[config.mk]
export PLATFORM = sky130hd
export DESIGN_NAME = sntp_osel_delay
export DESIGN_NICKNAME = d
export VERILOG_FILES = /design/src/hdl/sntp_osel_pkg.sv /design/src/hdl/sntp_osel_delay.sv
export SDC_FILE = /design/constraint.sdc
export NUM_CORES = 1
export LEC_CHECK = 0
export ABC_AREA = 1
export BUFFER_PORTS_ARGS = -buffer_cell sky130_fd_sc_hd__clkbuf_2
export CAP_MARGIN = 0
export CORE_ASPECT_RATIO = 0.75
export CORE_MARGIN = 2
export CORE_UTILIZATION = 23
export DETAILED_ROUTE_END_ITERATION = 16
export PLACE_DENSITY = 0.4
export RECOVER_POWER = 100
export SLEW_MARGIN = 10
export SYNTH_ARGS = -nofsm -noshare
export SYNTH_HDL_FRONTEND = slang
export SYNTH_SLANG_ARGS = --single-unit
[constraint.sdc]
create_clock -name aclk -period 10.8 [get_ports aclk]
set_input_delay 1.08 -clock aclk [delete_from_list [all_inputs] [get_ports aclk]]
set_output_delay 1.08 -clock aclk [all_outputs]
set_load 0.02 [all_outputs]
[src/hdl/sntp_osel_pkg.sv]
package sntp_osel_pkg;

    localparam int unsigned LOCAL_NS_W   = 63;
    localparam int unsigned NS_W         = 64;
    localparam int unsigned SEC_W        = 32;
    localparam int unsigned FRAC_W       = 32;
    localparam int unsigned STRATUM_W    = 8;
    localparam int unsigned NS_PER_SEC_W = 30;
    localparam int unsigned PROD_W       = SEC_W + NS_PER_SEC_W;
    localparam int unsigned RTT_W        = NS_W - 1;
    localparam int unsigned HALF_RTT_W   = RTT_W - 1;

    localparam logic [SEC_W-1:0]        NTP_EPOCH_SHIFT = 32'd2208988800;
    localparam logic [NS_PER_SEC_W-1:0] NS_PER_SEC      = 30'd1000000000;

    typedef struct packed {
        logic [LOCAL_NS_W-1:0] local_send_ns;
        logic [LOCAL_NS_W-1:0] local_recv_ns;
        logic [SEC_W-1:0]      server_recv_seconds;
        logic [FRAC_W-1:0]     server_recv_fraction;
        logic [SEC_W-1:0]      server_send_seconds;
        logic [FRAC_W-1:0]     server_send_fraction;
        logic [STRATUM_W-1:0]  stratum_level;
        logic                  reply_valid;
        logic                  last_sample;
    } sample_t;

    typedef struct packed {
        logic signed [NS_W-1:0] clock_offset_ns;
        logic [HALF_RTT_W-1:0]  half_round_trip_ns;
        logic                   found;
    } result_t;

    // Products of the timestamp conversion.
    typedef struct packed {
        logic [LOCAL_NS_W-1:0] t1;
        logic [LOCAL_NS_W-1:0] t4;
        logic [PROD_W-1:0]     recv_sec_prod;
        logic [PROD_W-1:0]     recv_frac_prod;
        logic [PROD_W-1:0]     send_sec_prod;
        logic [PROD_W-1:0]     send_frac_prod;
        logic                  usable;
        logic                  last;
    } prod_t;

    // All four timestamps in nanoseconds.
    typedef struct packed {
        logic [LOCAL_NS_W-1:0] t1;
        logic [LOCAL_NS_W-1:0] t4;
        logic [NS_W-1:0]       t2;
        logic [NS_W-1:0]       t3;
        logic                  usable;
        logic                  last;
    } stamps_t;

    // Offset sum before halving and the clamped round trip.
    typedef struct packed {
        logic [NS_W-1:0]  offset_sum;
        logic [RTT_W-1:0] round_trip;
        logic             usable;
        logic             last;
    } delay_t;

endpackage

[src/hdl/sntp_osel_delay.sv]
module sntp_osel_delay (
    input  logic                   aclk,
    input  logic                   aresetn,
    input  logic                   in_valid,
    output logic                   in_ready,
    input  sntp_osel_pkg::stamps_t in_data,
    output logic                   out_valid,
    input  logic                   out_ready,
    output sntp_osel_pkg::delay_t  out_data
);

    logic                         valid_reg;
    sntp_osel_pkg::delay_t        delay_reg;
    sntp_osel_pkg::delay_t        delay_next;
    logic [sntp_osel_pkg::NS_W-1:0] t1_ext;
    logic [sntp_osel_pkg::NS_W-1:0] t4_ext;
    logic [sntp_osel_pkg::NS_W-1:0] rtt_raw;

    assign in_ready  = !valid_reg || out_ready;
    assign out_valid = valid_reg;
    assign out_data  = delay_reg;

    assign t1_ext  = {1'b0, in_data.t1};
    assign t4_ext  = {1'b0, in_data.t4};
    assign rtt_raw = (t4_ext - t1_ext) - (in_data.t3 - in_data.t2);

    always_comb begin
        delay_next.offset_sum = (in_data.t2 - t1_ext) + (in_data.t3 - t4_ext);
        // A negative round trip counts as zero.
        delay_next.round_trip = rtt_raw[sntp_osel_pkg::NS_W-1] ?
                                '0 : rtt_raw[sntp_osel_pkg::RTT_W-1:0];
        delay_next.usable     = in_data.usable;
        delay_next.last       = in_data.last;
    end

    always_ff @(posedge aclk) begin
        if (!aresetn) begin
            valid_reg <= 1'b0;
        end else if (in_ready) begin
            valid_reg <= in_valid;
        end
    end

    always_ff @(posedge aclk) begin
        if (in_ready && in_valid) begin
            delay_reg <= delay_next;
        end
    end

endmodule

; Word level (Yosys, flattened, before mapping)
; Index checks and enable logic that the tools add are counted.
[word_totals]
ram_bits = 0
latch_bits = 0
memories = 0
rom_bits = 0
output_inout_bits = 131
in_bits = 260
ff_bits = 130
word_cells = 14
[classes]
mux = 0
mul = 0
n_addsub = 6
div_mod_pow = 0
bitwise = 0
shift = 0
order_cmp = 0
n_reduce_logical = 3
eq_ne = 0
[op_table]
columns = operator, n
row1 = $sub 64x63->64, 2
row2 = $sub 64x64->64, 2
row3 = $add 64x64->64, 1
row4 = $sub 63x63->64, 1
row5 = $logic_and 1x1->1, 1
row6 = $logic_not 1->1, 1
row7 = $logic_or 1x1->1, 1

; Longest topological paths before layout
[depth]
ltp_word = 3
mapped_depth = 21
mapped_depth_nobuf = 21

; Least setup slack after synthesis
; No wires, ideal clock.
[synth_timing]
path_type = input -> register
start = input in_valid
end = register delay_reg (netlist bit out_data[0]), enable pin
required_ns = 10.140
slack_ns = 2.811
path_buffers = 0
setup_ns = 0.660
t_arrival_ns = 7.329
cell_stages = 2
cell_sequence = inv_1 -> a21oi_1
[synth_via]
elab_chain_cells = 1
[synth_rtl]
columns = element, line
row1 = from (decl), sntp_osel_delay.sv:4  ; input logic in_valid,
row2 = $logic_and 1x1->1, sntp_osel_delay.sv:45  ; if (in_ready && in_valid) begin
row3 = to (signal assigned), sntp_osel_delay.sv:46  ; delay_reg <= delay_next;
row4 = to (decl), sntp_osel_delay.sv:13  ; sntp_osel_pkg::delay_t delay_reg;
; Every way passes these cells.
; A chain may end at the register's enable or synchronous reset.

; Worst setup path after layout
[layout_timing]
start = input in_valid
end = register delay_reg (netlist bit out_data[118]), enable pin
; Same word-level chain as after synthesis.

==> out/results.ini <==
[run_status]
status=finished, violations left
violations=capacitance limit, slew limit

[synth]
synth_top_area_share_pct=22.9
syn-cell-area_um2=22000
synth.most_common_cell=inv_1
yosys_warnings=0
ys_seq_area_share_pct=17.7
synthTopCellsByCount=inv_1 (987), nand2_1 (972), nor2_1 (306), fa_1 (252), edfxtp_1 (129)
synthCells=3266
synth_area_per_cell_um2=6.74
synth_edf_count=129
ys_seq_elements=130
async_flop_share_pct=0
syn_nets=3906
ys.flop_type=edfxtp_1
synth.largest_area_cell=fa_1
yosysUniqueCellTypes=36
synth_area_leaders=fa_1 (23%), edfxtp_1 (18%), inv_1 (17%)

[clock_tree]
postCtsSetupBuffers=0
cts_tree=built
htree_levels=4
path_clk_slew_ps=70
clock_sinks=130
root_buffer=clkbuf_16
clk_latency_ps=500
cts-resized-gates=0
cts_hold_buf=0
clk_path_buf_depth=2
cts_buffers=17

[critical_path]
cp.required_ps=10810
path_max_fanout=53
regToRegEndpoint=out_data[118]
critPathSlowestCell=clkbuf_1
worst-r2r-cell-count=2
cp_cell_sequence=clkbuf_2, inv_1, a21oi_1, clkbuf_1
cpPeakStageDelay_ps=2640
crit_path_end_kind=flop
worstSetupStartpointType=primary input
crit_buf_inv=3
crit_arrival_ps=5720
critPathKind=in2reg
reg2reg_slack_ps=5440
cpLargestDelayFamily=buffers and inverters
worstReg2RegStart=out_valid

[layout]
nets=4311
fillers=10800
seq_area_um2=3890
multi_input_area_um2=14300
syn2layout_area_growth_pct=17.7
utilization_pct=27.2
layout-drive-gt1-share_pct=9.01

[sta]
hold_viol_final=0
rsz0062_at_grt=false
worst_slew_pin_slew_ps=3710
finalSetupViolations=0
period_needed_ps=5700
max_freq_mhz=175
hold_slack_ps=518
period_share_pct=52.8
drv_slew=184
slew_headroom_pct=-147
setup-tns-final_ps=0
skew_ps=11.1

[detailed_routing]
ant_nets=0
vias=20500
dr.pass1.iters=5
via_per_inst=4.14
drc=0
wire_per_inst_um=18.6
wirelength_um=91900
drtIter0Drc=1137

[power_and_ir_drop]
p_leak_nw=14.5
powerDensity_nw_per_um2=215
irDropWorstVdd_uv=123

[placed_design]
dp_hpwl_um=83700
gp_congestion=0.945
port_buffers=390

[global_route]
antenna_found_initial=7
gr-usage-all-layers_pct=18.8
grt_pass1_wl_um=133000
grt-ovfl-total=0
grt_pass1_vias=20800
grt_max_degree=55

[die]
rows=98
ios=391
coreArea_um2=95200
die_w_um=361
die_area_um2=98300
fp.dieH_um=272
start_util_pct=23.1

[worst_hold_path]
whs_path_depth=2
hp-class=reg2reg
hold_end=out_valid
hp-start=out_valid

[flow_run]
drv_cap=4

cells by family (layout without fill, tap and decap cells):
kind of cell	Yosys count	count (layout)	synth area share [%]
xor+xnor	71	71	2.82
flops	130	130	17.7
other cells	0	4	0
simple gates	1476	1476	27.0
compound gates	203	203	4.97
buf+inv	1006	1424	17.3
fa+ha+maj	380	380	30.2
worst reg2reg max path, stage by stage, from the launching register on:
cell and delay, ps:
dfxtp_1 320, a21oi_1 1750, clkbuf_1 2650
registers in the layout, indices dropped and copies added (netlist names):
| name | cells |
|---|---|
| out_valid | 1 |
| out_data | 129 |
stage by stage:
stage	area [µm²]	setup WS [ps]	cells	power, mW
6_report	25900	5100	4938	5.58
3_3_place_gp	25500	5890	4902	5.00
2_1_floorplan	22000	2810	3266	3.48
3_5_place_dp	25500	5880	4902	4.97
5_1_grt	25900	4570	4938	6.12
4_1_cts	26100	6410	4934	5.67
layout by cell type, fill, tap and decap left out, types with 13 or more instances in the layout:
cell / n
a21oi_1: 122
clkbuf_1: 140
clkbuf_16: 17
clkbuf_2: 254
edfxtp_1: 129
fa_1: 252
ha_1: 128
inv_1: 987
nand2_1: 975
nand3_1: 104
nand4_1: 21
nor2_1: 306
nor2_4: 13
nor3_1: 22
o21ai_0: 52
xor2_1: 62
routing by layer:
layer / track usage, % / vias up / part of all wire (%)
met5: 0 / - / 0.014
met4: 4.40 / 2 / 1.7
met3: 3.49 / 65 / 5.5
met2: 28.0 / 490 / 42
met1: 27.8 / 9576 / 51
li1: - / 10300 / -
power breakdown:
group	internal [mW]	switching, mW
Combinational	1.18	2.79
Sequential	0.869	0.0828
Clock	0.385	0.270
layout make-up:
| type | count | share of cell area [%] |
|---|---|---|
| multi-input combinational | 2130 | 55.2 |
| sequential | 130 | 15.0 |
| inverter | 1000 | 14.5 |
| timing repair buffer | 392 | 6.90 |
| tap | 1250 | 6.03 |
| clock buffer | 19 | 1.67 |
| clock inverter | 13 | 0.705 |
| antenna | 4 | 0.0386 |
worst max-delay path by stage:
stage,end,slack [ps],from,depth (start not counted)
3_3_place_gp,out_data[49],5890,in_data[92],17
3_5_place_dp,out_data[28],5880,in_data[92],17
4_1_cts,out_data[28],6410,in_data[92],17
6_report,out_data[118],5100,in_valid,4
2_1_floorplan,out_data[0],2810,in_valid,2
5_1_grt,out_data[94],4570,in_valid,4
(Power assumes the default switching activity.)
