**config.mk**
```make
export PLATFORM = sky130hd
export DESIGN_NAME = sntp_osel_conv
export DESIGN_NICKNAME = d
export VERILOG_FILES = /design/src/hdl/sntp_osel_pkg.sv /design/src/hdl/sntp_osel_conv.sv
export SDC_FILE = /design/constraint.sdc
export NUM_CORES = 2
export LEC_CHECK = 0
export ABC_AREA = 1
export BUFFER_PORTS_ARGS = -buffer_cell sky130_fd_sc_hd__buf_4
export CAP_MARGIN = 0
export CORE_UTILIZATION = 55
export DETAILED_ROUTE_END_ITERATION = 8
export GPL_TIMING_DRIVEN = 0
export HOLD_SLACK_MARGIN = 0.02
export PLACE_DENSITY_LB_ADDON = 0.12
export SLEW_MARGIN = 20
export SYNTH_ARGS = -nofsm -noshare
export SYNTH_HDL_FRONTEND = slang
export SYNTH_SLANG_ARGS = --single-unit
```
**constraint.sdc**
```tcl
create_clock -name aclk -period 25.5 [get_ports aclk]
set_input_delay 3.825 -clock aclk [delete_from_list [all_inputs] [get_ports aclk]]
set_output_delay 3.825 -clock aclk [all_outputs]
set_load 0.02 [all_outputs]
```
**src/hdl/sntp_osel_pkg.sv**
```systemverilog
package sntp_osel_pkg;

    localparam int unsigned LOCAL_NS_W   = 63;
    localparam int unsigned NS_W         = 64;
    localparam int unsigned SEC_W        = 32;
    localparam int unsigned FRAC_W       = 32;
    localparam int unsigned STRATUM_W    = 8;
    localparam int unsigned NS_PER_SEC_W = 30;
    localparam int unsigned PROD_W       = SEC_W + NS_PER_SEC_W;
    localparam int unsigned RTT_W        = NS_W - 1;
    localparam int unsigned HALF_RTT_W   = RTT_W - 1;

    localparam logic [SEC_W-1:0]        NTP_EPOCH_SHIFT = 32'd2208988800;
    localparam logic [NS_PER_SEC_W-1:0] NS_PER_SEC      = 30'd1000000000;

    typedef struct packed {
        logic [LOCAL_NS_W-1:0] local_send_ns;
        logic [LOCAL_NS_W-1:0] local_recv_ns;
        logic [SEC_W-1:0]      server_recv_seconds;
        logic [FRAC_W-1:0]     server_recv_fraction;
        logic [SEC_W-1:0]      server_send_seconds;
        logic [FRAC_W-1:0]     server_send_fraction;
        logic [STRATUM_W-1:0]  stratum_level;
        logic                  reply_valid;
        logic                  last_sample;
    } sample_t;

    typedef struct packed {
        logic signed [NS_W-1:0] clock_offset_ns;
        logic [HALF_RTT_W-1:0]  half_round_trip_ns;
        logic                   found;
    } result_t;

    // Products of the timestamp conversion.
    typedef struct packed {
        logic [LOCAL_NS_W-1:0] t1;
        logic [LOCAL_NS_W-1:0] t4;
        logic [PROD_W-1:0]     recv_sec_prod;
        logic [PROD_W-1:0]     recv_frac_prod;
        logic [PROD_W-1:0]     send_sec_prod;
        logic [PROD_W-1:0]     send_frac_prod;
        logic                  usable;
        logic                  last;
    } prod_t;

    // All four timestamps in nanoseconds.
    typedef struct packed {
        logic [LOCAL_NS_W-1:0] t1;
        logic [LOCAL_NS_W-1:0] t4;
        logic [NS_W-1:0]       t2;
        logic [NS_W-1:0]       t3;
        logic                  usable;
        logic                  last;
    } stamps_t;

    // Offset sum before halving and the clamped round trip.
    typedef struct packed {
        logic [NS_W-1:0]  offset_sum;
        logic [RTT_W-1:0] round_trip;
        logic             usable;
        logic             last;
    } delay_t;

endpackage

```
**src/hdl/sntp_osel_conv.sv**
```systemverilog
module sntp_osel_conv (
    input  logic                   aclk,
    input  logic                   aresetn,
    input  logic                   in_valid,
    output logic                   in_ready,
    input  sntp_osel_pkg::sample_t in_data,
    output logic                   out_valid,
    input  logic                   out_ready,
    output sntp_osel_pkg::stamps_t out_data
);

    logic                   prod_valid_reg;
    sntp_osel_pkg::prod_t   prod_reg;
    sntp_osel_pkg::prod_t   prod_next;
    logic                   prod_ready;
    logic                   ns_valid_reg;
    sntp_osel_pkg::stamps_t ns_reg;
    sntp_osel_pkg::stamps_t ns_next;
    logic [sntp_osel_pkg::SEC_W-1:0] recv_sec;
    logic [sntp_osel_pkg::SEC_W-1:0] send_sec;
    logic [sntp_osel_pkg::PROD_W-1:0] ns_per_sec_ext;
    logic [sntp_osel_pkg::PROD_W-1:0] recv_sec_ext;
    logic [sntp_osel_pkg::PROD_W-1:0] send_sec_ext;
    logic [sntp_osel_pkg::PROD_W-1:0] recv_frac_ext;
    logic [sntp_osel_pkg::PROD_W-1:0] send_frac_ext;

    assign in_ready   = !prod_valid_reg || prod_ready;
    assign prod_ready = !ns_valid_reg || out_ready;
    assign out_valid  = ns_valid_reg;
    assign out_data   = ns_reg;

    // Seconds move from the 1900 epoch to the 1970 epoch with 32-bit wrap.
    assign recv_sec = in_data.server_recv_seconds - sntp_osel_pkg::NTP_EPOCH_SHIFT;
    assign send_sec = in_data.server_send_seconds - sntp_osel_pkg::NTP_EPOCH_SHIFT;

    assign ns_per_sec_ext = {{(sntp_osel_pkg::PROD_W - sntp_osel_pkg::NS_PER_SEC_W){1'b0}},
                             sntp_osel_pkg::NS_PER_SEC};
    assign recv_sec_ext   = {{(sntp_osel_pkg::PROD_W - sntp_osel_pkg::SEC_W){1'b0}}, recv_sec};
    assign send_sec_ext   = {{(sntp_osel_pkg::PROD_W - sntp_osel_pkg::SEC_W){1'b0}}, send_sec};
    assign recv_frac_ext  = {{(sntp_osel_pkg::PROD_W - sntp_osel_pkg::FRAC_W){1'b0}},
                             in_data.server_recv_fraction};
    assign send_frac_ext  = {{(sntp_osel_pkg::PROD_W - sntp_osel_pkg::FRAC_W){1'b0}},
                             in_data.server_send_fraction};

    always_comb begin
        prod_next.t1             = in_data.local_send_ns;
        prod_next.t4             = in_data.local_recv_ns;
        prod_next.recv_sec_prod  = recv_sec_ext * ns_per_sec_ext;
        prod_next.recv_frac_prod = recv_frac_ext * ns_per_sec_ext;
        prod_next.send_sec_prod  = send_sec_ext * ns_per_sec_ext;
        prod_next.send_frac_prod = send_frac_ext * ns_per_sec_ext;
        prod_next.usable         = in_data.reply_valid && (in_data.stratum_level != '0);
        prod_next.last           = in_data.last_sample;
    end

    always_comb begin
        ns_next.t1     = prod_reg.t1;
        ns_next.t4     = prod_reg.t4;
        ns_next.t2     = {2'b00, prod_reg.recv_sec_prod}
                       + {{(sntp_osel_pkg::NS_W - sntp_osel_pkg::NS_PER_SEC_W){1'b0}},
                          prod_reg.recv_frac_prod[sntp_osel_pkg::PROD_W-1:sntp_osel_pkg::FRAC_W]};
        ns_next.t3     = {2'b00, prod_reg.send_sec_prod}
                       + {{(sntp_osel_pkg::NS_W - sntp_osel_pkg::NS_PER_SEC_W){1'b0}},
                          prod_reg.send_frac_prod[sntp_osel_pkg::PROD_W-1:sntp_osel_pkg::FRAC_W]};
        ns_next.usable = prod_reg.usable;
        ns_next.last   = prod_reg.last;
    end

    always_ff @(posedge aclk) begin
        if (!aresetn) begin
            prod_valid_reg <= 1'b0;
            ns_valid_reg   <= 1'b0;
        end else begin
            if (in_ready) begin
                prod_valid_reg <= in_valid;
            end
            if (prod_ready) begin
                ns_valid_reg <= prod_valid_reg;
            end
        end
    end

    always_ff @(posedge aclk) begin
        if (in_ready && in_valid) begin
            prod_reg <= prod_next;
        end
        if (prod_ready && prod_valid_reg) begin
            ns_reg <= ns_next;
        end
    end

endmodule

```
# Word level (Yosys, flattened, before mapping)
# Cells that the tools add are included.
[classes]
multipliers = 4
n_addsub = 4
n_reduce_logical = 8
[ops]
columns = ["op", "count"]
rows = [
  ["32-bit by 21-bit multiplier with 53-bit output (second input constant)", 4],
  ["62-bit by 30-bit adder with 63-bit output", 2],
  ["32-bit subtractor (second input constant)", 2],
  ["8-bit nonzero test", 1],
  ["1-bit logical AND", 3],
  ["1-bit logical NOT", 2],
  ["1-bit logical OR", 2],
]
[totals]
input_bits = 268
word_cells = 32
ff_bits = 598
output_inout_bits = 258

# Longest topological paths before layout
[depth]
depth_word = 4
depth_mapped = 38
mapped_depth_nobuf = 38

# Least setup slack after synthesis
# Ideal clock, no wire load.
[synth_timing]
path_type = "input-to-reg"
start = "input port out_ready"
end = "register ns_reg, in the netlist out_data[0], enable pin"
stages = 2
arrival_time_ps = 16024
setup_slack_ps = 8522
cell_sequence = "inv_1 a21oi_1"
[synth_via]
elab_chain_cells = 2
[synth_rtl]
columns = ["element", "line", "source"]
rows = [
  ["start, declared", "sntp_osel_conv.sv:8", "input logic out_ready,"],
  ["1-bit logical OR", "sntp_osel_conv.sv:28", "assign prod_ready = !ns_valid_reg || out_ready;"],
  ["1-bit logical AND", "sntp_osel_conv.sv:87", "if (prod_ready && prod_valid_reg) begin"],
  ["end signal, assigned", "sntp_osel_conv.sv:88", "ns_reg <= ns_next;"],
  ["end, declared", "sntp_osel_conv.sv:17", "sntp_osel_pkg::stamps_t ns_reg;"],
]
# No other way between the ends.
# A chain may end at the register's enable or synchronous reset.

==> flow_metrics.py <==
metrics = {
    "setup_path": {
        "slowest_delay_ns": 0.87,
        "crit-reg2reg-launch": "out_valid$_SDFFE_PN0P_",
        "crit_family": "adder cells",
        "critPathSlowestCell": "xor2_1",
        "crit_start": "in_data[113]",
        "rr_endpoint": "prod_reg[166]$_DFFE_PP_",
        "ff2ff_path_depth": 5,
        "cp_max_fo": 9,
        "cp.arrival_ns": 11.85,
        "cp.depth": 29,
        "crit_path_end": "prod_reg[239]$_DFFE_PP_",
        "critPathCaptureType": "register",
        "required_ns": 25.88,
        "criticalPathCategory": "in2reg",
        "start_kind": "input pin",
        "r2r_setup_slack_ns": 22.79,
        "crit_buf_inv": 7,
    },
    "die": {
        "dieArea_um2": 148100,
        "num_rows": 140,
        "start_util_pct": 55.39,
        "die_height_um": 384.9,
        "io_pins": 526,
        "core_um2": 145600,
        "die_w_um": 384.9,
    },
    "clock_network": {
        "clkLatencyLatePin_ns": 0.65,
        "htreeDepth": 2,
        "tritoncts": "done",
        "cts-root-buf": "clkbuf_16",
        "hold_buffers": 0,
        "cts_resized": 0,
        "cts_buffer_depth": 3,
        "path_clk_slew_ns": 0.07,
        "cts_inserted_buffers": 52,
        "clkSinkCount": 550,
        "post-cts-setup-buffer-count": 0,
    },
    "logic_synthesis": {
        "ys_ff_latch": 550,
        "netlist_instances": 8972,
        "ys_seq_area_share_pct": 20.46,
        "synth.avg_cell_area_um2": 8.986,
        "syn-cell-area_um2": 80630,
        "synth_cell_types": 44,
        "synth_top_flop_cell": "edfxtp_1",
        "synthArstFlopShare_pct": 0,
        "synth_enable_flop_cells": 548,
        "synth.yosys.warnings": 0,
    },
    "status": {
        "status": "finished clean",
    },
    "detailed_routing": {
        "wl_per_cell_um": 20.04,
        "ant_nets": 0,
        "vias_per_cell": 5.214,
        "first_pass_iters": 6,
        "wl_mm": 231.0,
        "drc": 0,
        "num_vias": 60111,
        "drtIter0Drc": 4459,
    },
    "cells_and_area": {
        "layout-drive-gt1-share_pct": 6.935,
        "largest_reg_flops": 254,
        "multi_input_area_um2": 54180,
        "regArea_um2": 16500,
        "area_delta_synth_final_pct": 10.61,
        "stdcell_count": 11529,
        "n_fill_cell": 12852,
        "finalNetCount": 12159,
    },
    "placed_design": {
        "dpl.cell_count": 11428,
        "place_hpwl_mm": 207.7,
        "place.gp.congestion": 0.9948,
        "io_buffers": 523,
    },
    "timing": {
        "max_clock_freq_ghz": 0.08719,
        "fin_skew_ns": 0.05209,
        "finalHoldViolCount": 0,
        "final_max_slew_viol_count": 0,
        "rsz0062_at_grt": "no",
        "setup_viol": 0,
        "finalCritPeriodShare_pct": 44.98,
        "period_minus_slack_ns": 11.47,
        "slew_headroom_pct": 22.30,
        "tightest_slew_ns": 1.157,
        "setup_tns_ns": 0,
    },
    "global_route": {
        "grt_usage_pct": 31.64,
        "grt_max_degree": 107,
        "overflow": 0,
        "grt_pass1_vias": 61282,
        "antenna_found_initial": 14,
        "grt_pass1_wl_mm": 353.2,
    },
    "job": {
        "maxCapViolations": 0,
    },
    "hold_path": {
        "min_path_type": "reg2reg",
    },
}
-- kinds of logic after synthesis --
kind of cell    synth area share, %
compound gates                3.721
xor+xnor                      2.174
fa+ha+maj                     47.61
buf+inv                       12.46
flops                         20.46
other cells                0.004651
simple gates                  13.57
-- through the flow --
| stage | utilization [%] | setup WS (ns) | hold slack, ns | area, um^2 |
|---|---|---|---|---|
| floorplan | - | 8.522 | 0.4003 | 80630 |
| global placement | 59.74 | 2.346 | 0.4003 | 86950 |
| detailed placement | 60.06 | 13.48 | 0.4045 | 87430 |
| CTS | 61.23 | 14.12 | 0.4032 | 89130 |
| global route | 61.26 | 13.62 | 0.4135 | 89170 |
| finish | 61.26 | 14.03 | 0.4132 | 89180 |
-- cell usage in the layout, fill, tap and decap left out, types with 3 or more instances in the layout --
cell type	count
xnor2_1	31
a21o_1	10
o21ai_2	3
and2_1	11
nand3b_1	26
inv_1	2667
buf_16	14
nor2_1	525
xor2_1	156
nor4_1	11
o21ai_0	185
clkbuf_1	7
fa_1	1237
nor3_1	64
nand4_1	103
inv_8	3
clkinv_2	10
xor2_2	8
bufinv_16	5
nand2_2	5
o21a_1	7
buf_4	525
nor2_2	4
edfxtp_1	548
o21bai_1	38
diode_2	8
nand2_1	1621
clkinv_1	10
a21oi_1	312
or2_2	11
nand3_1	261
a31oi_1	4
nor2_4	4
clkbuf_16	52
ha_1	1089
-- routing by layer --
metal | GRT usage (%) | up-vias | part of all wire (%)
met2 | 49.55 | 1912 | 45
met3 | 4.313 | 214 | 7.5
met1 | 46.84 | 29527 | 46
met5 | 0 | - | 0.0091
li1 | - | 28454 | -
met4 | 6.783 | 4 | 2.2
-- cells in the mapped netlist, types with 2 or more instances --
library cell,count,area (um^2)
o21a_1,7,52.55
nand2_4,2,22.52
a31oi_1,4,25.02
o211ai_1,2,15.01
edfxtp_1,548,16460
nor2_4,4,45.04
nand2_2,5,31.28
a21oi_1,313,1567
nor3_1,64,320.3
nor3b_1,2,15.01
inv_1,2668,10010
a21o_1,10,75.07
nand4_1,103,644.4
xor2_1,164,1436
ha_1,1089,13630
o21ai_0,185,925.9
inv_2,2,7.510
and3_1,2,12.51
nor2_2,4,25.02
and2_1,11,68.82
a21boi_0,2,15.01
o21bai_1,38,285.3
buf_4,2,15.01
nand3_1,261,1306
nand3b_1,26,195.2
or2_2,11,68.82
xnor2_1,33,289.0
dfxtp_1,2,40.04
nand2_1,1621,6085
nor2_1,525,1971
nor4_1,11,68.82
o21ai_2,3,26.28
fa_1,1237,24760
-- area by class of cell --
cell class	count	area share (%)
clock inverter	34	0.4265
buffer	2	0.01684
sequential	550	18.50
timing repair buffer	538	4.852
tap	1917	2.690
multi-input combinational	5750	60.75
antenna	8	0.02245
inverter	2671	11.25
clock buffer	59	1.489
-- how the worst min path moves through the flow --
stage / slack, ns / startpoint / depth (start not counted) / end
6_report: 0.41 / ns_next[151]$_DFFE_PP_ / 0 / out_data[151]$_DFFE_PP_
5_1_grt: 0.41 / ns_next[143]$_DFFE_PP_ / 0 / out_data[143]$_DFFE_PP_
4_1_cts: 0.40 / ns_next[143]$_DFFE_PP_ / 0 / out_data[143]$_DFFE_PP_
3_5_place_dp: 0.40 / ns_next[133]$_DFFE_PP_ / 0 / out_data[133]$_DFFE_PP_
3_3_place_gp: 0.40 / ns_next[190]$_DFFE_PP_ / 0 / out_data[190]$_DFFE_PP_
2_1_floorplan: 0.40 / ns_next[0]$_DFFE_PP_ / 0 / out_data[0]$_DFFE_PP_
Power is not shown: default switching activity piles up to over one toggle a cycle in this logic, so the estimate is an artifact.
