`src/hdl/sntp_osel_pkg.sv`:
```
package sntp_osel_pkg;

    localparam int unsigned LOCAL_NS_W   = 63;
    localparam int unsigned NS_W         = 64;
    localparam int unsigned SEC_W        = 32;
    localparam int unsigned FRAC_W       = 32;
    localparam int unsigned STRATUM_W    = 8;
    localparam int unsigned NS_PER_SEC_W = 30;
    localparam int unsigned PROD_W       = SEC_W + NS_PER_SEC_W;
    localparam int unsigned RTT_W        = NS_W - 1;
    localparam int unsigned HALF_RTT_W   = RTT_W - 1;

    localparam logic [SEC_W-1:0]        NTP_EPOCH_SHIFT = 32'd2208988800;
    localparam logic [NS_PER_SEC_W-1:0] NS_PER_SEC      = 30'd1000000000;

    typedef struct packed {
        logic [LOCAL_NS_W-1:0] local_send_ns;
        logic [LOCAL_NS_W-1:0] local_recv_ns;
        logic [SEC_W-1:0]      server_recv_seconds;
        logic [FRAC_W-1:0]     server_recv_fraction;
        logic [SEC_W-1:0]      server_send_seconds;
        logic [FRAC_W-1:0]     server_send_fraction;
        logic [STRATUM_W-1:0]  stratum_level;
        logic                  reply_valid;
        logic                  last_sample;
    } sample_t;

    typedef struct packed {
        logic signed [NS_W-1:0] clock_offset_ns;
        logic [HALF_RTT_W-1:0]  half_round_trip_ns;
        logic                   found;
    } result_t;

    // Products of the timestamp conversion.
    typedef struct packed {
        logic [LOCAL_NS_W-1:0] t1;
        logic [LOCAL_NS_W-1:0] t4;
        logic [PROD_W-1:0]     recv_sec_prod;
        logic [PROD_W-1:0]     recv_frac_prod;
        logic [PROD_W-1:0]     send_sec_prod;
        logic [PROD_W-1:0]     send_frac_prod;
        logic                  usable;
        logic                  last;
    } prod_t;

    // All four timestamps in nanoseconds.
    typedef struct packed {
        logic [LOCAL_NS_W-1:0] t1;
        logic [LOCAL_NS_W-1:0] t4;
        logic [NS_W-1:0]       t2;
        logic [NS_W-1:0]       t3;
        logic                  usable;
        logic                  last;
    } stamps_t;

    // Offset sum before halving and the clamped round trip.
    typedef struct packed {
        logic [NS_W-1:0]  offset_sum;
        logic [RTT_W-1:0] round_trip;
        logic             usable;
        logic             last;
    } delay_t;

endpackage

```
`src/hdl/sntp_osel_best.sv`:
```
module sntp_osel_best (
    input  logic                   aclk,
    input  logic                   aresetn,
    input  logic                   in_valid,
    output logic                   in_ready,
    input  sntp_osel_pkg::delay_t  in_data,
    output logic                   m_valid,
    input  logic                   m_ready,
    output sntp_osel_pkg::result_t m_payload
);

    logic                                have_sample_reg;
    logic                                have_sample_next;
    logic [sntp_osel_pkg::NS_W-1:0]      kept_offset_reg;
    logic [sntp_osel_pkg::NS_W-1:0]      kept_offset_next;
    logic [sntp_osel_pkg::RTT_W-1:0]     kept_round_trip_reg;
    logic [sntp_osel_pkg::RTT_W-1:0]     kept_round_trip_next;
    logic                                m_valid_reg;
    sntp_osel_pkg::result_t              m_payload_reg;
    sntp_osel_pkg::result_t              m_payload_next;
    logic                                fire;
    logic                                take;
    logic [sntp_osel_pkg::NS_W-1:0]      sum_adj;
    logic [sntp_osel_pkg::NS_W-1:0]      half_offset;

    // A request that does not end a query never waits on the result side.
    assign in_ready  = !in_data.last || !m_valid_reg || m_ready;
    assign fire      = in_valid && in_ready;
    assign m_valid   = m_valid_reg;
    assign m_payload = m_payload_reg;

    // Adding the sign bit before the arithmetic shift rounds toward zero.
    assign sum_adj     = in_data.offset_sum
                       + {{(sntp_osel_pkg::NS_W-1){1'b0}},
                          in_data.offset_sum[sntp_osel_pkg::NS_W-1]};
    assign half_offset = {sum_adj[sntp_osel_pkg::NS_W-1], sum_adj[sntp_osel_pkg::NS_W-1:1]};

    assign take = in_data.usable
                && (!have_sample_reg || (in_data.round_trip < kept_round_trip_reg));

    always_comb begin
        have_sample_next     = have_sample_reg || take;
        kept_offset_next     = take ? half_offset : kept_offset_reg;
        kept_round_trip_next = take ? in_data.round_trip : kept_round_trip_reg;

        m_payload_next.found              = have_sample_next;
        m_payload_next.clock_offset_ns    = have_sample_next ? kept_offset_next : '0;
        m_payload_next.half_round_trip_ns = have_sample_next ?
            kept_round_trip_next[sntp_osel_pkg::RTT_W-1:1] : '0;
    end

    always_ff @(posedge aclk) begin
        if (!aresetn) begin
            have_sample_reg <= 1'b0;
            m_valid_reg     <= 1'b0;
        end else begin
            if (fire) begin
                have_sample_reg <= in_data.last ? 1'b0 : have_sample_next;
            end
            if (fire && in_data.last) begin
                m_valid_reg <= 1'b1;
            end else if (m_ready) begin
                m_valid_reg <= 1'b0;
            end
        end
    end

    always_ff @(posedge aclk) begin
        if (fire) begin
            kept_offset_reg     <= kept_offset_next;
            kept_round_trip_reg <= kept_round_trip_next;
        end
        if (fire && in_data.last) begin
            m_payload_reg <= m_payload_next;
        end
    end

    a_clear_after_result: assert property (@(posedge aclk) disable iff (!aresetn)
        fire && in_data.last |=> !have_sample_reg)
        else $error("kept sample survived the end of a query");

    a_keep_usable: assert property (@(posedge aclk) disable iff (!aresetn)
        fire && !in_data.last && in_data.usable |=> have_sample_reg)
        else $error("usable sample was not kept");

    a_empty_result_zero: assert property (@(posedge aclk) disable iff (!aresetn)
        m_valid_reg && !m_payload_reg.found |->
            (m_payload_reg.clock_offset_ns == '0) && (m_payload_reg.half_round_trip_ns == '0))
        else $error("result without a usable sample carries nonzero fields");

endmodule

```
`config.mk`:
```
export PLATFORM = sky130hd
export DESIGN_NAME = sntp_osel_best
export DESIGN_NICKNAME = d
export VERILOG_FILES = /design/src/hdl/sntp_osel_pkg.sv /design/src/hdl/sntp_osel_best.sv
export SDC_FILE = /design/constraint.sdc
export NUM_CORES = 1
export LEC_CHECK = 0
export ABC_CLOCK_PERIOD_IN_PS = 6650
export BUFFER_PORTS_ARGS = -buffer_cell sky130_fd_sc_hd__buf_4
export CORE_MARGIN = 8
export CORE_UTILIZATION = 52
export CTS_BUF_LIST = sky130_fd_sc_hd__clkbuf_8
export CTS_CLUSTER_SIZE = 14
export DETAILED_ROUTE_END_ITERATION = 6
export HOLD_SLACK_MARGIN = 0.1
export MAX_ROUTING_LAYER = met4
export PLACE_DENSITY = 0.79
export SLEW_MARGIN = 0
export SYNTH_ARGS = -nofsm -noshare
export SYNTH_HDL_FRONTEND = slang
export SYNTH_SLANG_ARGS = --single-unit
```
`constraint.sdc`:
```
create_clock -name aclk -period 6.65 [get_ports aclk]
set_input_delay 0.665 -clock aclk [delete_from_list [all_inputs] [get_ports aclk]]
set_output_delay 0.665 -clock aclk [all_outputs]
set_load 0.01 [all_outputs]
```
Yosys cells after proc, flatten, opt, wreduce, memory -nomap -nowiden
Cells that the tools add are included.
Widths: inputs -> output; s select.

word-level totals
  register bits = 256
  latch bits = 0
  RAM bits = 0
  ROM bits = 0
  input port bits = 133
  output and inout bits = 129
  logic and storage cells = 27
  memories = 0

cells by class
  add/subtract/negate cells = 1
  multipliers = 0
  div/mod/pow operators = 0
  magnitude comparators = 1
  equal/unequal tests = 0
  shifts and indexed selects = 0
  muxes and demuxes = 5
  bitwise gates (word level) = 0
  reductions and logical operators = 12

operator list
  kind               count
  $add 64x1->64      1
  $mux 64            1
  $lt 63x63->1       1
  $mux 63            1
  $logic_or 1x1->1   4
  $logic_and 1x1->1  3
  $logic_not 1->1    3
  $mux 1             3
  $reduce_and 2->1   1
  $reduce_bool 2->1  1

Depth between registers and ports, before layout
  depth in word-level cells = 6
  mapped depth = 12
  depth with buffers taken out = 9

Worst setup path before layout
OpenSTA, ideal clock, no wires.

  kind = input -> register
  start = input m_ready
  end = register m_payload_reg, in the netlist m_payload[0] (enable)
  setup time = 0.480 ns
  data arrival time = 6.744 ns
  data required time = 6.170 ns
  path slack = -0.573 ns
  stages on the path = 4
  buffers on the path = 0
  path through = nand3b_1 -> and2_1 -> nand2_1 -> inv_1

on the way
  longest elaborated chain between the ends = 3

ends and longest elaborated chain
  item                  RTL line              RTL
  start, declared       sntp_osel_best.sv:8   input logic m_ready,
  $logic_or 1x1->1      sntp_osel_best.sv:27  assign in_ready = !in_data.last || !m_valid_reg || m_ready;
  $logic_and 1x1->1     sntp_osel_best.sv:28  assign fire = in_valid && in_ready;
  via fire              sntp_osel_best.sv:21  logic fire;
  $logic_and 1x1->1     sntp_osel_best.sv:73  if (fire && in_data.last) begin
  end signal, assigned  sntp_osel_best.sv:74  m_payload_reg <= m_payload_next;
  end, declared         sntp_osel_best.sv:19  sntp_osel_pkg::result_t m_payload_reg;

The timed path passes the listed nets, and every way through them passes these cells.
A chain may end at the register's enable or synchronous reset.

Worst setup path in the final report
  start = register kept_round_trip_reg[30] (netlist bit)
  end = register kept_round_trip_reg[6] (netlist bit) (data pin)

on the way
  longest elaborated chain between the ends = 4

ends and longest elaborated chain
  item                               RTL line              RTL
  start, declared                    sntp_osel_best.sv:16  logic [sntp_osel_pkg::RTT_W-1:0] kept_round_trip_reg;
  start signal, assigned             sntp_osel_best.sv:71  kept_round_trip_reg <= kept_round_trip_next;
  $lt 63x63->1                       sntp_osel_best.sv:39  && (!have_sample_reg || (in_data.round_trip < kept_round_trip_reg));
  $logic_or 1x1->1                   sntp_osel_best.sv:39
  $logic_and 1x1->1                  sntp_osel_best.sv:39
  $mux 63                            sntp_osel_best.sv:44  kept_round_trip_next = take ? in_data.round_trip : kept_round_trip_reg;
  via kept_round_trip_next, one bit  sntp_osel_best.sv:17  logic [sntp_osel_pkg::RTT_W-1:0] kept_round_trip_next;

The timed path passes the listed nets, and every way through them passes these cells.

==> results.json <==
{
  "syn-cell-area_sq_um": 13700,
  "cp_max_fo": 100,
  "core_area_sq_um": 26000,
  "layout-drive-gt1-share": 0.313,
  "routed_via_density": 5.91,
  "hpwl_um": 24300,
  "synth.most_common_cell": "edfxtp_1",
  "whs_path_depth": 1,
  "cts_sinks": 256,
  "io_buffers": 261,
  "wirelength_um": 35400,
  "finalHoldViolCount": 0,
  "first_iter_violations": 833,
  "dieArea_sq_um": 31800,
  "fin_crit_ns": 3.98,
  "initial_core_util": 0.527,
  "tightest_slew_ns": 1.05,
  "cts_tree": "yes",
  "hp-class": "in2reg",
  "antenna_found_initial": 2,
  "cts.root.buffer_cell": "clkbuf_8",
  "ff2ff_path_depth": 9,
  "setup_viol": 0,
  "clk_pin_slew_worst_paths_ns": 0.07,
  "reg2reg_from": "kept_round_trip_reg[30]$_DFFE_PP_",
  "fin_nets": 1496,
  "rsz0062_at_grt": "no",
  "htreeDepth": 2,
  "synth_area_per_cell_sq_um": 13.2,
  "drc": 0,
  "setup_tns_ns": 0,
  "clock_tree.buffer_depth": 3,
  "worstHoldEndpoint": "kept_round_trip_reg[0]$_DFFE_PP_",
  "chipWidth_um": 178,
  "status": "completed",
  "maxCapViolCount": 0,
  "via_count": 9870,
  "finalCritPeriodShare": 0.598,
  "slew_headroom": 0.297,
  "synthCells": 1041,
  "largest_reg_flops": 127,
  "synth_seq_cells": 256,
  "drt-pass1-iter-count": 5,
  "fin_cells": 1670,
  "ys.warnings.count": 0,
  "gp_congestion": 0.858,
  "synthFlopType": "edfxtp_1",
  "path_class": "reg2reg",
  "synth_nets": 1237,
  "postRouteAntennaNets": 0,
  "ys_types": 52,
  "dpl.cell_count": 1589,
  "grt_pass1_wl_um": 54100,
  "cts_setup_buffers": 0,
  "ctsResizeCount": 0,
  "required_ns": 6.94,
  "cts_made_buffers": 44,
  "avgRoutedWirePerCell_um": 21.2,
  "gr-total-overflow": 0,
  "worstSkewPairLatency_ns": 0.55,
  "holdCritStartpoint": "in_data[2]",
  "ctsHoldBuffers": 0,
  "final_max_slew_viol_count": 0,
  "async_flop_share": 0,
  "grt_max_degree": 101,
  "rows": 59,
  "grt_pass1_vias": 9964,
  "io_pins": 262,
  "vdd.ir_drop.worst_mv": 0.161,
  "leakage_nw": 6.68,
  "grtUsageTotal": 0.220,
  "die_height_um": 178,
  "netlist_top_cells_count": "edfxtp_1, a22o_1, a21oi_1, inv_1, ha_1",
  "r2r_slack_ns": 2.67,
  "ys_seq_area_frac": 0.560,
  "skew_ns": 0.0231,
  "synthTopCellsByArea": "edfxtp_1, mux2_4, ha_1",
  "cp-start-kind": "flop",
  "critPathArrivalTime_ns": 4.27,
  "synth_edf_count": 254,
  "netlist.area_leader.share": 0.557,
  "fmax_ghz": 0.251,
  "cellPowerDensity_nw_per_um2": 244,
  "cp-end-kind": "flop",
  "synth_top_area_cell": "edfxtp_1",
  "r2r_end": "kept_round_trip_reg[6]$_DFFE_PP_",
  "area_growth_syn_to_layout_pct": 22.0
}
logic make-up (layout without fill, tap and decap cells):
kind of cell	after synthesis	in the layout	synth area share
AOI/OAI and AO/OA	275	275	0.149
DFF	256	256	0.560
and+or+nand+nor	179	179	0.0699
buffers and inverters	128	420	0.0430
muxes	79	79	0.0814
adders and majority gates	63	63	0.0576
xor gates and xnor gates	61	61	0.0390
other	0	2	0
worst max-delay path by stage:
stage	startpoint	to	slack [ns]	cells after the start
floorplan	m_ready	m_payload[0]$_DFFE_PP_	0.93	4
global placement	in_data[63]	kept_round_trip_reg[62]$_DFFE_PP_	2.40	11
detailed placement	in_data[63]	kept_round_trip_reg[62]$_DFFE_PP_	2.32	11
CTS	kept_round_trip_reg[61]$_DFFE_PP_	kept_round_trip_reg[62]$_DFFE_PP_	2.68	11
global route	kept_round_trip_reg[30]$_DFFE_PP_	kept_round_trip_reg[6]$_DFFE_PP_	2.38	9
finish	kept_round_trip_reg[30]$_DFFE_PP_	kept_round_trip_reg[6]$_DFFE_PP_	2.67	9
worst max-delay path, stage by stage, from the launching register on:
cell and delay [ns]:
edfxtp_1 0.38, inv_1 0.06, ha_1 0.31, nand4_1 0.16
nor4_1 0.47, nand3_1 0.18, o311ai_1 0.84, o21ai_4 0.44
buf_12 0.39, mux2_4 0.38
through the flow:
stage	total power, mW	cell area (sq um)	hold slack, ns	utilization	worst slack, ns
detailed placement	2.76	15900	0.514	0.611	2.32
CTS	4.11	16700	0.277	0.643	2.68
global route	4.24	16700	0.285	0.643	2.38
floorplan	2.48	13700	0.495	-	0.930
global placement	2.73	15900	0.482	0.611	2.40
finish	4.07	16700	0.308	0.643	2.67
cell usage in the layout, fill, tap and decap left out, types with 2 or more instances in the layout:
cell and n:
buf_4 270, edfxtp_1 254, inv_1 82, a22o_1 79, a21oi_1 70, ha_1 63
mux2_4 60, a211oi_1 48, o2bb2ai_1 47, clkbuf_8 45, nand2_1 43, xnor2_1 39
nor2_1 29, nand3_1 25, nand4_1 23, xor2_1 22, mux2_2 18, and3_1 16
clkinv_1 13, o21ai_0 12, nor3_1 9, and4_1 8, nand2b_1 4, nor3_2 4
and2_1 4, or3_1 3, a21o_1 3, clkinv_2 3, diode_2 2, a221oi_1 2
nor2b_1 2, o211ai_1 2, clkinvlp_4 2, bufinv_16 2, dfxtp_1 2, buf_12 2
where the power goes:
group	internal (mW)	leakage, nW	switching, mW
registers	1.95	2.46	0.0682
logic	0.342	3.76	0.365
clock network	0.705	0.459	0.643
total	3.00	6.68	1.08
routing by layer:
| metal | routed length, um | up-vias | track usage |
|---|---|---|---|
| met5 | 0 | - | - |
| met4 | 1180 | 0 | 0.0847 |
| met3 | 2500 | 78 | 0.0356 |
| met2 | 17300 | 427 | 0.355 |
| met1 | 14400 | 4789 | 0.276 |
| li1 | - | 4576 | - |
cell type report:
cell class                 count  area [sq um]
antenna                        2          5.00
clock buffer                  45           619
clock inverter                34           191
fill                        1988          9280
inverter                      69           264
multi-input combinational    657          5470
sequential                   256          7670
tap                          335           419
timing repair buffer         272          2070
(Power assumes the default switching activity.)
